### config.mk
export PLATFORM = sky130hd
export DESIGN_NAME = smm_ram
export DESIGN_NICKNAME = d
export VERILOG_FILES = /design/src/smm_ram.sv
export SDC_FILE = /design/constraint.sdc
export NUM_CORES = 1
export LEC_CHECK = 0
export ABC_AREA = 0
export BUFFER_PORTS_ARGS = -buffer_cell sky130_fd_sc_hd__buf_2
export CORE_AREA = 2 2 165 119
export DETAILED_ROUTE_END_ITERATION = 8
export DIE_AREA = 0 0 167 121
export GPL_TIMING_DRIVEN = 0
export HOLD_SLACK_MARGIN = 0.02
export PLACE_DENSITY = 0.8
export SKIP_CTS_REPAIR_TIMING = 1
export SYNTH_ARGS = -nofsm -noshare
export SYNTH_HDL_FRONTEND = slang
export SYNTH_SLANG_ARGS = --single-unit
### constraint.sdc
create_clock -name clk -period 2.8 [get_ports clk]
set_clock_uncertainty 0.1 [all_clocks]
set_input_delay 0.42 -clock clk [delete_from_list [all_inputs] [get_ports clk]]
set_output_delay 0.42 -clock clk [all_outputs]
set_load 0.02 [all_outputs]
### src/smm_ram.sv
// ----------------------------------------------------------------------------
// smm_ram: generic single-write, single-read RAM
// One write port, one read port with registered read data.
// ----------------------------------------------------------------------------
module smm_ram #(
  parameter int WIDTH = 16,
  parameter int DEPTH = 16,
  localparam int AW = (DEPTH > 1) ? $clog2(DEPTH) : 1
) (
  input  logic             clk,
  input  logic             we,
  input  logic [AW-1:0]    waddr,
  input  logic [WIDTH-1:0] wdata,
  input  logic [AW-1:0]    raddr,
  output logic [WIDTH-1:0] rdata
);
  logic [WIDTH-1:0] mem [DEPTH];

  always_ff @(posedge clk) begin
    if (we) begin
      mem[waddr] <= wdata;
    end
    rdata <= mem[raddr];
  end
endmodule

==> impl_metrics.toml <==
[timing]
fmax_mhz = 508
drv_slew = 0
final-hold-violation-count = 0
slew_headroom_pct = 36.7
rsz0062_at_grt = "false"
finalCritPeriodShare_pct = 70.3
final.setup.worst_slack_ns = 0.831
setup_violations = 0
worstMarginPinSlew_ns = 0.944
period_needed_ns = 1.97

[cells_and_area]
fill_cells = 1208
layout_common_cells = "edfxtp_1 (256), mux4_2 (54), buf_2 (42)"
area_growth_pct = 16.1
final_area_um2 = 11700
num_antenna_cells = 0
ff_latch_area_um2 = 8010
layout_commonest_cell = "edfxtp_1"
fin_nets = 540
multi_input_area_um2 = 1960
final_layout_size_suffix_gt1_share_pct = 32.5

[setup_path]
path_delay_family = "simple AND/OR/NAND/NOR gates"
crit_fanout = 9
critical_path_buf_inv_count = 2
end_kind = "flip-flop"
required_ns = 2.92
cp_cell_sequence = "buf_2, or3b_2, nor3_2, buf_6"
r2r_setup_slack_ns = 1.33
cp_slowest_stage_delay_ns = 0.72
crit_slowest_cell = "nor3_2"
path_class = "in2reg"
critPathLaunchType = "input pin"
worstPathArrival_ns = 2.09

[pwr]
p_leak_nw = 3.81
p_sw_mw = 1.66
clkPwrFrac_pct = 38.7
p_sw_share_pct = 20.2
pwr_density_cell_nw_per_um2 = 703
vdd_drop_max_mv = 0.631
internal_power_mw = 6.54
comb_power_share_pct = 5.5
seq_power_share_pct = 55.8

[die]
die_x_um = 167
start_util_pct = 54.1
num_rows = 42
die_y_um = 121
coreArea_um2 = 18600
pin_count = 42
die-area_um2 = 20200

[global_route]
antenna_found_initial = 0
grt_pass1_vias = 4797
grt_first_pass_wirelength_um = 30800
grt_max_degree = 17
grt_use_total_pct = 21.2
grt_overflow_total = 0

[detailed_routing]
remaining_drc_errors = 0
dr.pass1.iters = 5
wire_per_inst_um = 27.1
drtIter0Drc = 541
finalWirelength_um = 20900
avgViaCountPerCell = 6.16
ant_nets = 0
vias = 4754

[hold_path]
hp-class = "in2reg"

[clocking]
numClockSinks = 272
clock_latency_ns = 0.52
cts_root_buffer = "clkbuf_16"
path_clk_slew_ns = 0.07
cts_buffer_depth = 3
htreeDepth = 1
cts_tree = "done"
cts_buffers = 24

[yosys]
synthCells = 432
avgSynthCellArea_um2 = 23.2
synth_area_um2 = 10000
synth-seq-cells = 272
ys_types = 19
ys_seq_area_share_pct = 79.7
synthesis.nets = 458
yosysWarnings = 0

[placement]
dp_hpwl_um = 13100
gp_congestion = 0.767
dp_slack_ns = 0.285
numPortBuffers = 39
dpl-instance-area_um2 = 10900

[outcome]
status = "finished, final reports clean"

[run]
cap_violations = 0
## through the flow
| stage | TNS (ns) | total power, mW | cells | utilization [%] | hold slack, ns |
|---|---|---|---|---|---|
| after floorplan | 0 | 4.91 | 432 | - | 0.419 |
| after global placement | -62.85 | 5.07 | 713 | 56.8 | 0.553 |
| after detailed placement | 0 | 5.11 | 730 | 58.7 | 0.567 |
| after CTS | 0 | 8.25 | 772 | 62.8 | 0.154 |
| after global routing | 0 | 8.44 | 772 | 62.8 | 0.173 |
| final | 0 | 8.20 | 772 | 62.8 | 0.167 |
## synth_stat cells
master,n,area share (%)
mux4_2,54,12
buf_4,3,0.22
buf_1,3,0.11
nand2b_1,2,0.12
dfxtp_1,16,3.2
nor2b_1,2,0.12
buf_6,4,0.45
mux4_1,10,2.6
and2_1,1,0.062
nor3_1,4,0.20
buf_2,3,0.15
or3b_2,1,0.087
clkbuf_1,8,0.30
edfxtp_1,256,77
nand3_1,1,0.050
nand2_1,17,0.64
nor2_1,13,0.49
a22oi_1,32,2.4
nand3b_1,2,0.15
## power by group through the flow
stage | registers (mW) | clock network (mW) | logic [mW]
2_1_floorplan | 4.69 | 0 | 0.222
3_3_place_gp | 4.65 | 0 | 0.417
3_5_place_dp | 4.66 | 0 | 0.454
4_1_cts | 4.57 | 3.21 | 0.458
5_1_grt | 4.58 | 3.38 | 0.484
6_report | 4.57 | 3.17 | 0.453
## logic make-up after synthesis
| kind of cell | share of synthesized area (%) |
|---|---|
| muxes | 14.7 |
| and+or+nand+nor | 1.92 |
| DFF | 79.7 |
| AOI/OAI and AO/OA | 2.39 |
| buffers and inverters | 1.23 |
## layer usage
metal	GRT usage [%]	share of wire (%)	vias to the layer above
met1	29.5	41	2514
met4	5.23	1.9	0
met5	0	0	-
met3	4.11	7.3	31
met2	35.5	50	204
li1	-	-	2005
## worst paths after layout
check	endpoint	cells past startpoint	startpoint
max	mem[0][2]	4	waddr[2]
max reg2reg	rdata[5]	3	mem[11][5]
min reg2reg	rdata[3]	3	mem[14][3]
min	mem[10][9]	1	wdata[9]
## flip-flops by register name (all words and copies together) (netlist names)
register  cells
mem         256
rdata        16
## area by class of cell
type	count	share of cell area, %
Timing Repair Buffer	56	4.27
Sequential cell	272	68.7
Clock inverter	5	0.193
Buffer	21	1.06
Multi-Input combinational cell	139	16.8
Tap cell	242	2.60
Clock buffer	37	6.35
Power figures use the tool's default switching activity.
