### config.mk
export PLATFORM = sky130hd
export DESIGN_NAME = smm_cell
export DESIGN_NICKNAME = d
export VERILOG_FILES = /design/src/smm_pkg.sv /design/src/smm_ram.sv /design/src/smm_cell.sv
export SDC_FILE = /design/constraint.sdc
export NUM_CORES = 2
export LEC_CHECK = 0
export ABC_CLOCK_PERIOD_IN_PS = 7200
export BUFFER_PORTS_ARGS = -buffer_cell sky130_fd_sc_hd__buf_2
export CAP_MARGIN = 20
export CORE_MARGIN = 1.5
export CORE_UTILIZATION = 45
export CTS_CLUSTER_DIAMETER = 50
export DETAILED_ROUTE_END_ITERATION = 8
export GPL_TIMING_DRIVEN = 0
export PLACE_DENSITY = 0.68
export SLEW_MARGIN = 10
export SYNTH_ARGS = -nofsm -noshare
export SYNTH_HDL_FRONTEND = slang
export SYNTH_HIERARCHICAL = 1
export SYNTH_SLANG_ARGS = --single-unit
### constraint.sdc
create_clock -name clk -period 7.2 [get_ports clk]
set_input_delay 1.44 -clock clk [delete_from_list [all_inputs] [get_ports clk]]
set_output_delay 1.44 -clock clk [all_outputs]
set_load 0.005 [all_outputs]
### src/smm_pkg.sv
// ----------------------------------------------------------------------------
// smm_pkg: shared types and codes for the submatrix multiply core
// Field widths, operation, status and register codes, and the cell token.
// ----------------------------------------------------------------------------
package smm_pkg;

  localparam int MAX_DIM_DEF = 16;
  localparam int ELEM_W      = 16;
  localparam int RES_W       = 40;
  localparam int PROD_W      = 32;
  localparam int REG_W       = 5;
  localparam int EXT_W       = 7;   // holds any sum of two registers or MAX_DIM
  localparam int K_W         = 6;   // index width at the largest MAX_DIM
  localparam int CFG_IDX_W   = 3;

  localparam logic [1:0] OP_WR_LEFT  = 2'd0;
  localparam logic [1:0] OP_WR_RIGHT = 2'd1;
  localparam logic [1:0] OP_COMPUTE  = 2'd2;
  localparam logic [1:0] OP_READ     = 2'd3;

  localparam logic [1:0] ST_OK    = 2'd0;
  localparam logic [1:0] ST_SHAPE = 2'd1;
  localparam logic [1:0] ST_RANGE = 2'd2;

  localparam logic [CFG_IDX_W-1:0] REG_LEFT_ROWS   = 3'd0;
  localparam logic [CFG_IDX_W-1:0] REG_LEFT_COLS   = 3'd1;
  localparam logic [CFG_IDX_W-1:0] REG_RIGHT_COLS  = 3'd2;
  localparam logic [CFG_IDX_W-1:0] REG_WINDOW_ROWS = 3'd3;
  localparam logic [CFG_IDX_W-1:0] REG_WINDOW_COLS = 3'd4;
  localparam logic [CFG_IDX_W-1:0] REG_ROW_START   = 3'd5;
  localparam logic [CFG_IDX_W-1:0] REG_COL_START   = 3'd6;

  // one left element travelling down the cell chain
  typedef struct packed {
    logic              vld;
    logic              first;
    logic              last;
    logic              nul;
    logic [K_W-1:0]    k;
    logic [K_W-1:0]    r;
    logic [ELEM_W-1:0] a;
  } tok_t;

endpackage

### src/smm_ram.sv
// ----------------------------------------------------------------------------
// smm_ram: generic single-write, single-read RAM
// One write port, one read port with registered read data.
// ----------------------------------------------------------------------------
module smm_ram #(
  parameter int WIDTH = 16,
  parameter int DEPTH = 16,
  localparam int AW = (DEPTH > 1) ? $clog2(DEPTH) : 1
) (
  input  logic             clk,
  input  logic             we,
  input  logic [AW-1:0]    waddr,
  input  logic [WIDTH-1:0] wdata,
  input  logic [AW-1:0]    raddr,
  output logic [WIDTH-1:0] rdata
);
  logic [WIDTH-1:0] mem [DEPTH];

  always_ff @(posedge clk) begin
    if (we) begin
      mem[waddr] <= wdata;
    end
    rdata <= mem[raddr];
  end
endmodule

### src/smm_cell.sv
// ----------------------------------------------------------------------------
// smm_cell: one result column of the multiply chain
// Holds its right-matrix column and result column, multiplies the passing
// left element by its right entry and accumulates; forwards the token.
// ----------------------------------------------------------------------------
module smm_cell #(
  parameter int MAX_DIM = 16,
  parameter int IDX = 0,
  localparam int IW = $clog2(MAX_DIM)
) (
  input  logic                      clk,
  input  logic                      rst_n,
  input  smm_pkg::tok_t             tok_in,
  output smm_pkg::tok_t             tok_out,
  input  logic                      rwe,
  input  logic [IW-1:0]             rwaddr,
  input  logic [smm_pkg::ELEM_W-1:0] rwdata,
  input  logic                      clr_en,
  input  logic [IW-1:0]             clr_addr,
  input  logic [smm_pkg::REG_W-1:0] right_cols,
  input  logic [IW-1:0]             rd_addr,
  output logic [smm_pkg::RES_W-1:0] rd_data
);
  import smm_pkg::*;

  tok_t              tok_r;
  tok_t              ptok_r;
  logic [ELEM_W-1:0] b_rdata;
  logic [PROD_W-1:0] prod_r;
  logic [PROD_W-1:0] prod_nxt;
  logic [RES_W-1:0]  acc_r;
  logic [RES_W-1:0]  acc_nxt;
  logic              cell_on;
  logic              res_we;
  logic [IW-1:0]     res_waddr;
  logic [RES_W-1:0]  res_wdata;

  smm_ram #(.WIDTH(ELEM_W), .DEPTH(MAX_DIM)) u_right (
    .clk(clk), .we(rwe), .waddr(rwaddr), .wdata(rwdata),
    .raddr(tok_in.k[IW-1:0]), .rdata(b_rdata)
  );

  assign prod_nxt = tok_r.nul ? '0 :
                    PROD_W'($signed(tok_r.a) * $signed(b_rdata));

  always_ff @(posedge clk) begin
    if (!rst_n) begin
      tok_r.vld  <= 1'b0;
      ptok_r.vld <= 1'b0;
    end else begin
      tok_r.vld  <= tok_in.vld;
      ptok_r.vld <= tok_r.vld;
    end
  end

  always_ff @(posedge clk) begin
    tok_r.first  <= tok_in.first;
    tok_r.last   <= tok_in.last;
    tok_r.nul    <= tok_in.nul;
    tok_r.k      <= tok_in.k;
    tok_r.r      <= tok_in.r;
    tok_r.a      <= tok_in.a;
    ptok_r.first <= tok_r.first;
    ptok_r.last  <= tok_r.last;
    ptok_r.nul   <= tok_r.nul;
    ptok_r.k     <= tok_r.k;
    ptok_r.r     <= tok_r.r;
    ptok_r.a     <= tok_r.a;
    prod_r       <= prod_nxt;
    if (ptok_r.vld) begin
      acc_r <= acc_nxt;
    end
  end

  assign tok_out = tok_r;
  assign acc_nxt = (ptok_r.first ? '0 : acc_r) +
                   {{(RES_W-PROD_W){prod_r[PROD_W-1]}}, prod_r};
  assign cell_on = EXT_W'(IDX) < {{(EXT_W-REG_W){1'b0}}, right_cols};

  assign res_we    = clr_en | (ptok_r.vld & ptok_r.last & cell_on);
  assign res_waddr = clr_en ? clr_addr : ptok_r.r[IW-1:0];
  assign res_wdata = clr_en ? '0 : acc_nxt;

  smm_ram #(.WIDTH(RES_W), .DEPTH(MAX_DIM)) u_result (
    .clk(clk), .we(res_we), .waddr(res_waddr), .wdata(res_wdata),
    .raddr(rd_addr), .rdata(rd_data)
  );
endmodule

==> impl_metrics.toml <==
[global_routing]
grt_overflow = 0
grt_usage_pct = 20.5
grt_pass1_vias = 28700
grt_antenna_before_repair = 7
grt_max_degree = 32
grt_first_pass_wirelength_mm = 177

[synthesis]
seq_area_frac_synth_pct = 60.4
synth_warnings = 6
syn_area_um2 = 50700
synthTopCellsByArea = "edfxtp_1, fa_1, mux4_2, dfxtp_1, mux4_1"
synth.area.mux_share_pct = 10.8
synth-async-reset-ratio_pct = 0
avgSynthCellArea_um2 = 16.2
synth-adder-area-share_pct = 13.4
synth-edff-count = 936
synth_top_family_by_area = "adder cells"
synth_top_area_share_pct = 55.4
synth-seq-cells = 1063
yosys.area_share.simple_pct = 6.02
synth_area_leader_cell = "edfxtp_1"
ys_types = 70
ys.flop_type = "edfxtp_1"
synth-compound-area-share_pct = 4.57
synth_xor_area_share_pct = 1.02
synth_nets = 3582
synthCells = 3129

[sta]
slew_headroom_pct = 27.1
finalClockSkew_ns = 0.0393
tightest_slew_ns = 1.09
rsz0062_at_grt = "false"
setup_viol = 0
setup_slack_ns = 0.363
clock.fmax_mhz = 146
hold_violations = 0
post-route-min-period_ns = 6.84
finalMaxSlewViolations = 0
fin_crit_sh_pct = 95.0

[critical_path]
cp_cell_sequence = "clkbuf_1 > nand2_1 > fa_1 > inv_1 > fa_1 > inv_1 > fa_1 > inv_1 > fa_1 > fa_1 > inv_1 > fa_1 > inv_1 > ha_1 > clkbuf_1 > a21oi_1 > o21ai_1 > a211o_1 > a41o_1 > a211oi_2 > nor3b_1 > o22ai_1 > mux2_1"
critPathCaptureType = "register"
crit_type = "reg2reg"
cpPeakStageDelay_ns = 0.69
crit_top_cell = "fa_1"
worstPathMaxFanout = 10
slowest_stage = "dfxtp_1"
critPathRequiredTime_ns = 7.77
r2r_end = "prod_r[30]$_SDFF_PP0_"
reg2reg_setup_slack_ns = 0.36
crit_path_start_kind = "register"
reg2reg_depth = 23
cp.arrival_ns = 7.40
reg2reg_from = "tok_out[4]$_DFF_P_"

[layout]
final_cell_mix = "edfxtp_1, inv_1, fa_1, nand2_1, buf_2"
layout.nets = 3918
layout-drive-gt1-share_pct = 18.2
final_common_cell = "edfxtp_1"
syn_to_final_growth_pct = 15.0
num-fill-cells = 8934
final_area_um2 = 58300

[drt]
ant_nets = 0
first_pass_iters = 5
vias = 27700
drc = 0
routed_wl_mm = 117
post_drt_wl_per_cell_um = 23.2
drtIter0Drc = 2185
routed_via_density = 5.48

[clock_network]
cts_buffer_depth = 3
cts_buffers = 117
cts_sinks = 1063
cts_root_buf = "clkbuf_16"
clk-insertion-delay-late_ns = 0.72
cts.clk_slew.worst_paths_ns = 0.06
cts_setup_buffers = 0
h-tree-depth = 3
cts_tree = "built"

[status]
outcome = "complete, no violations"

[floorplan]
die_h_um = 339
start_util_pct = 45.6
die_w_um = 339
fp-row-count = 122
die_area_um2 = 115000
ios = 141
coreArea_um2 = 111000

[power]
vdd_drop_max_v = 0.000792
power.leakage_nw = 22.1
powerDensity_nw_per_um2 = 451

[min_path]
holdPathStages = 0
min_to = "ptok_r[16]$_DFF_P_"
hp-class = "reg2reg"
hold_start = "tok_out[16]$_DFF_P_"

[place]
portBuffers = 138
gp_congestion = 0.855
placed_cell_area_um2 = 54400
place_ws_ns = 0.141
dp_hpwl_mm = 81.5

[run]
cap_violations = 0
## synth_stat cells, types with 87 or more instances
cell,number
edfxtp_1,936
a22oi_1,113
nand2_1,208
clkbuf_1,87
mux4_2,154
and2_1,132
nor2_1,97
fa_1,263
ha_1,121
inv_1,319
dfxtp_1,127
nor2b_1,87
## cell type report
cell class / instances / area (um2) / area share, %
Antenna cell: 1 / 2.50 / 0.00429
Buffer: 128 / 743 / 1.27
Clock buffer: 145 / 3060 / 5.25
Clock inverter: 73 / 717 / 1.23
Inverter: 319 / 1200 / 2.05
Multi-Input combinational cell: 1619 / 18300 / 31.4
Sequential cell: 1063 / 30700 / 52.6
Tap cell: 1488 / 1860 / 3.19
Timing Repair Buffer: 217 / 1750 / 3.00
## timing repair
item,4_1_cts,5_1_grt
hold buffers,0,0
resized for setup,0,25
setup endpoints to repair,0,5
## power by group
| group | leakage [nW] | internal [mW] | switching (mW) |
|---|---|---|---|
| logic | 10.5 | 5.35 | 7.58 |
| clock network | 1.83 | 3.31 | 2.46 |
| registers | 9.79 | 7.44 | 0.140 |
## logic make-up (layout without fill, tap and decap cells)
kind of cell,after synthesis,count (layout)
multiplexers,238,238
flip-flops,1063,1063
adder cells (fa/ha/maj),384,384
XOR/XNOR,59,59
AO/OA/AOI/OAI,325,325
other,0,1
AND/OR/NAND/NOR,613,613
buffers and inverters,447,882
## critical path, delay by kind of cell (launching register included)
family | cells | cell delay [ns]
adder cells (fa/ha/maj) | 7 | 2.96
AO/OA/AOI/OAI | 6 | 1.38
buffers and inverters | 7 | 1.05
flip-flops | 1 | 0.69
multiplexers | 1 | 0.34
AND/OR/NAND/NOR | 2 | 0.28
## worst max-delay path by stage
| stage | depth (start not counted) | start | slack (ns) | end |
|---|---|---|---|---|
| 2_1_floorplan | 21 | tok_out[11]$_DFF_P_ | 1.20 | prod_r[30]$_SDFF_PP0_ |
| 4_1_cts | 21 | u_right/rdata[1]$_DFF_P_ | 0.09 | prod_r[30]$_SDFF_PP0_ |
| 6_report | 23 | tok_out[4]$_DFF_P_ | 0.36 | prod_r[30]$_SDFF_PP0_ |
| 5_1_grt | 22 | u_right/rdata[1]$_DFF_P_ | 0.004 | prod_r[31]$_SDFF_PP0_ |
| 3_5_place_dp | 21 | u_right/rdata[1]$_DFF_P_ | 0.14 | prod_r[30]$_SDFF_PP0_ |
| 3_3_place_gp | 6 | clr_en | -2.94 | u_result/mem[8][23]$_DFFE_PP_ |
## per-stage QoR
step | TNS [ns] | power, mW | util [%] | cells | hold slack (ns)
2_1_floorplan | 0 | 17.1 | - | 3129 | 0.353
3_3_place_gp | -686.75 | 20.2 | 47.9 | 4755 | 0.336
3_5_place_dp | 0 | 20.4 | 48.9 | 4819 | 0.337
4_1_cts | 0 | 26.3 | 52.3 | 5037 | 0.355
5_1_grt | 0 | 28.4 | 52.4 | 5052 | 0.364
6_report | 0 | 26.3 | 52.4 | 5053 | 0.353
## sequential cells by signal (all words and copies together) (netlist names)
name / count
acc_r: 40
u_result/mem: 640
tok_out: 32
u_right/rdata: 16
prod_r: 32
ptok_r: 7
u_right/mem: 256
u_result/rdata: 40
## per-layer routing
| metal | share of wire [%] | track usage (%) | vias to the layer above |
|---|---|---|---|
| met1 | 41 | 27.4 | 14200 |
| met4 | 2.8 | 6.19 | 8 |
| li1 | - | - | 12200 |
| met3 | 7.3 | 3.99 | 227 |
| met5 | 0.040 | 0 | - |
| met2 | 49 | 34.2 | 1040 |
Note: power is estimated with default switching activity, not from simulation.
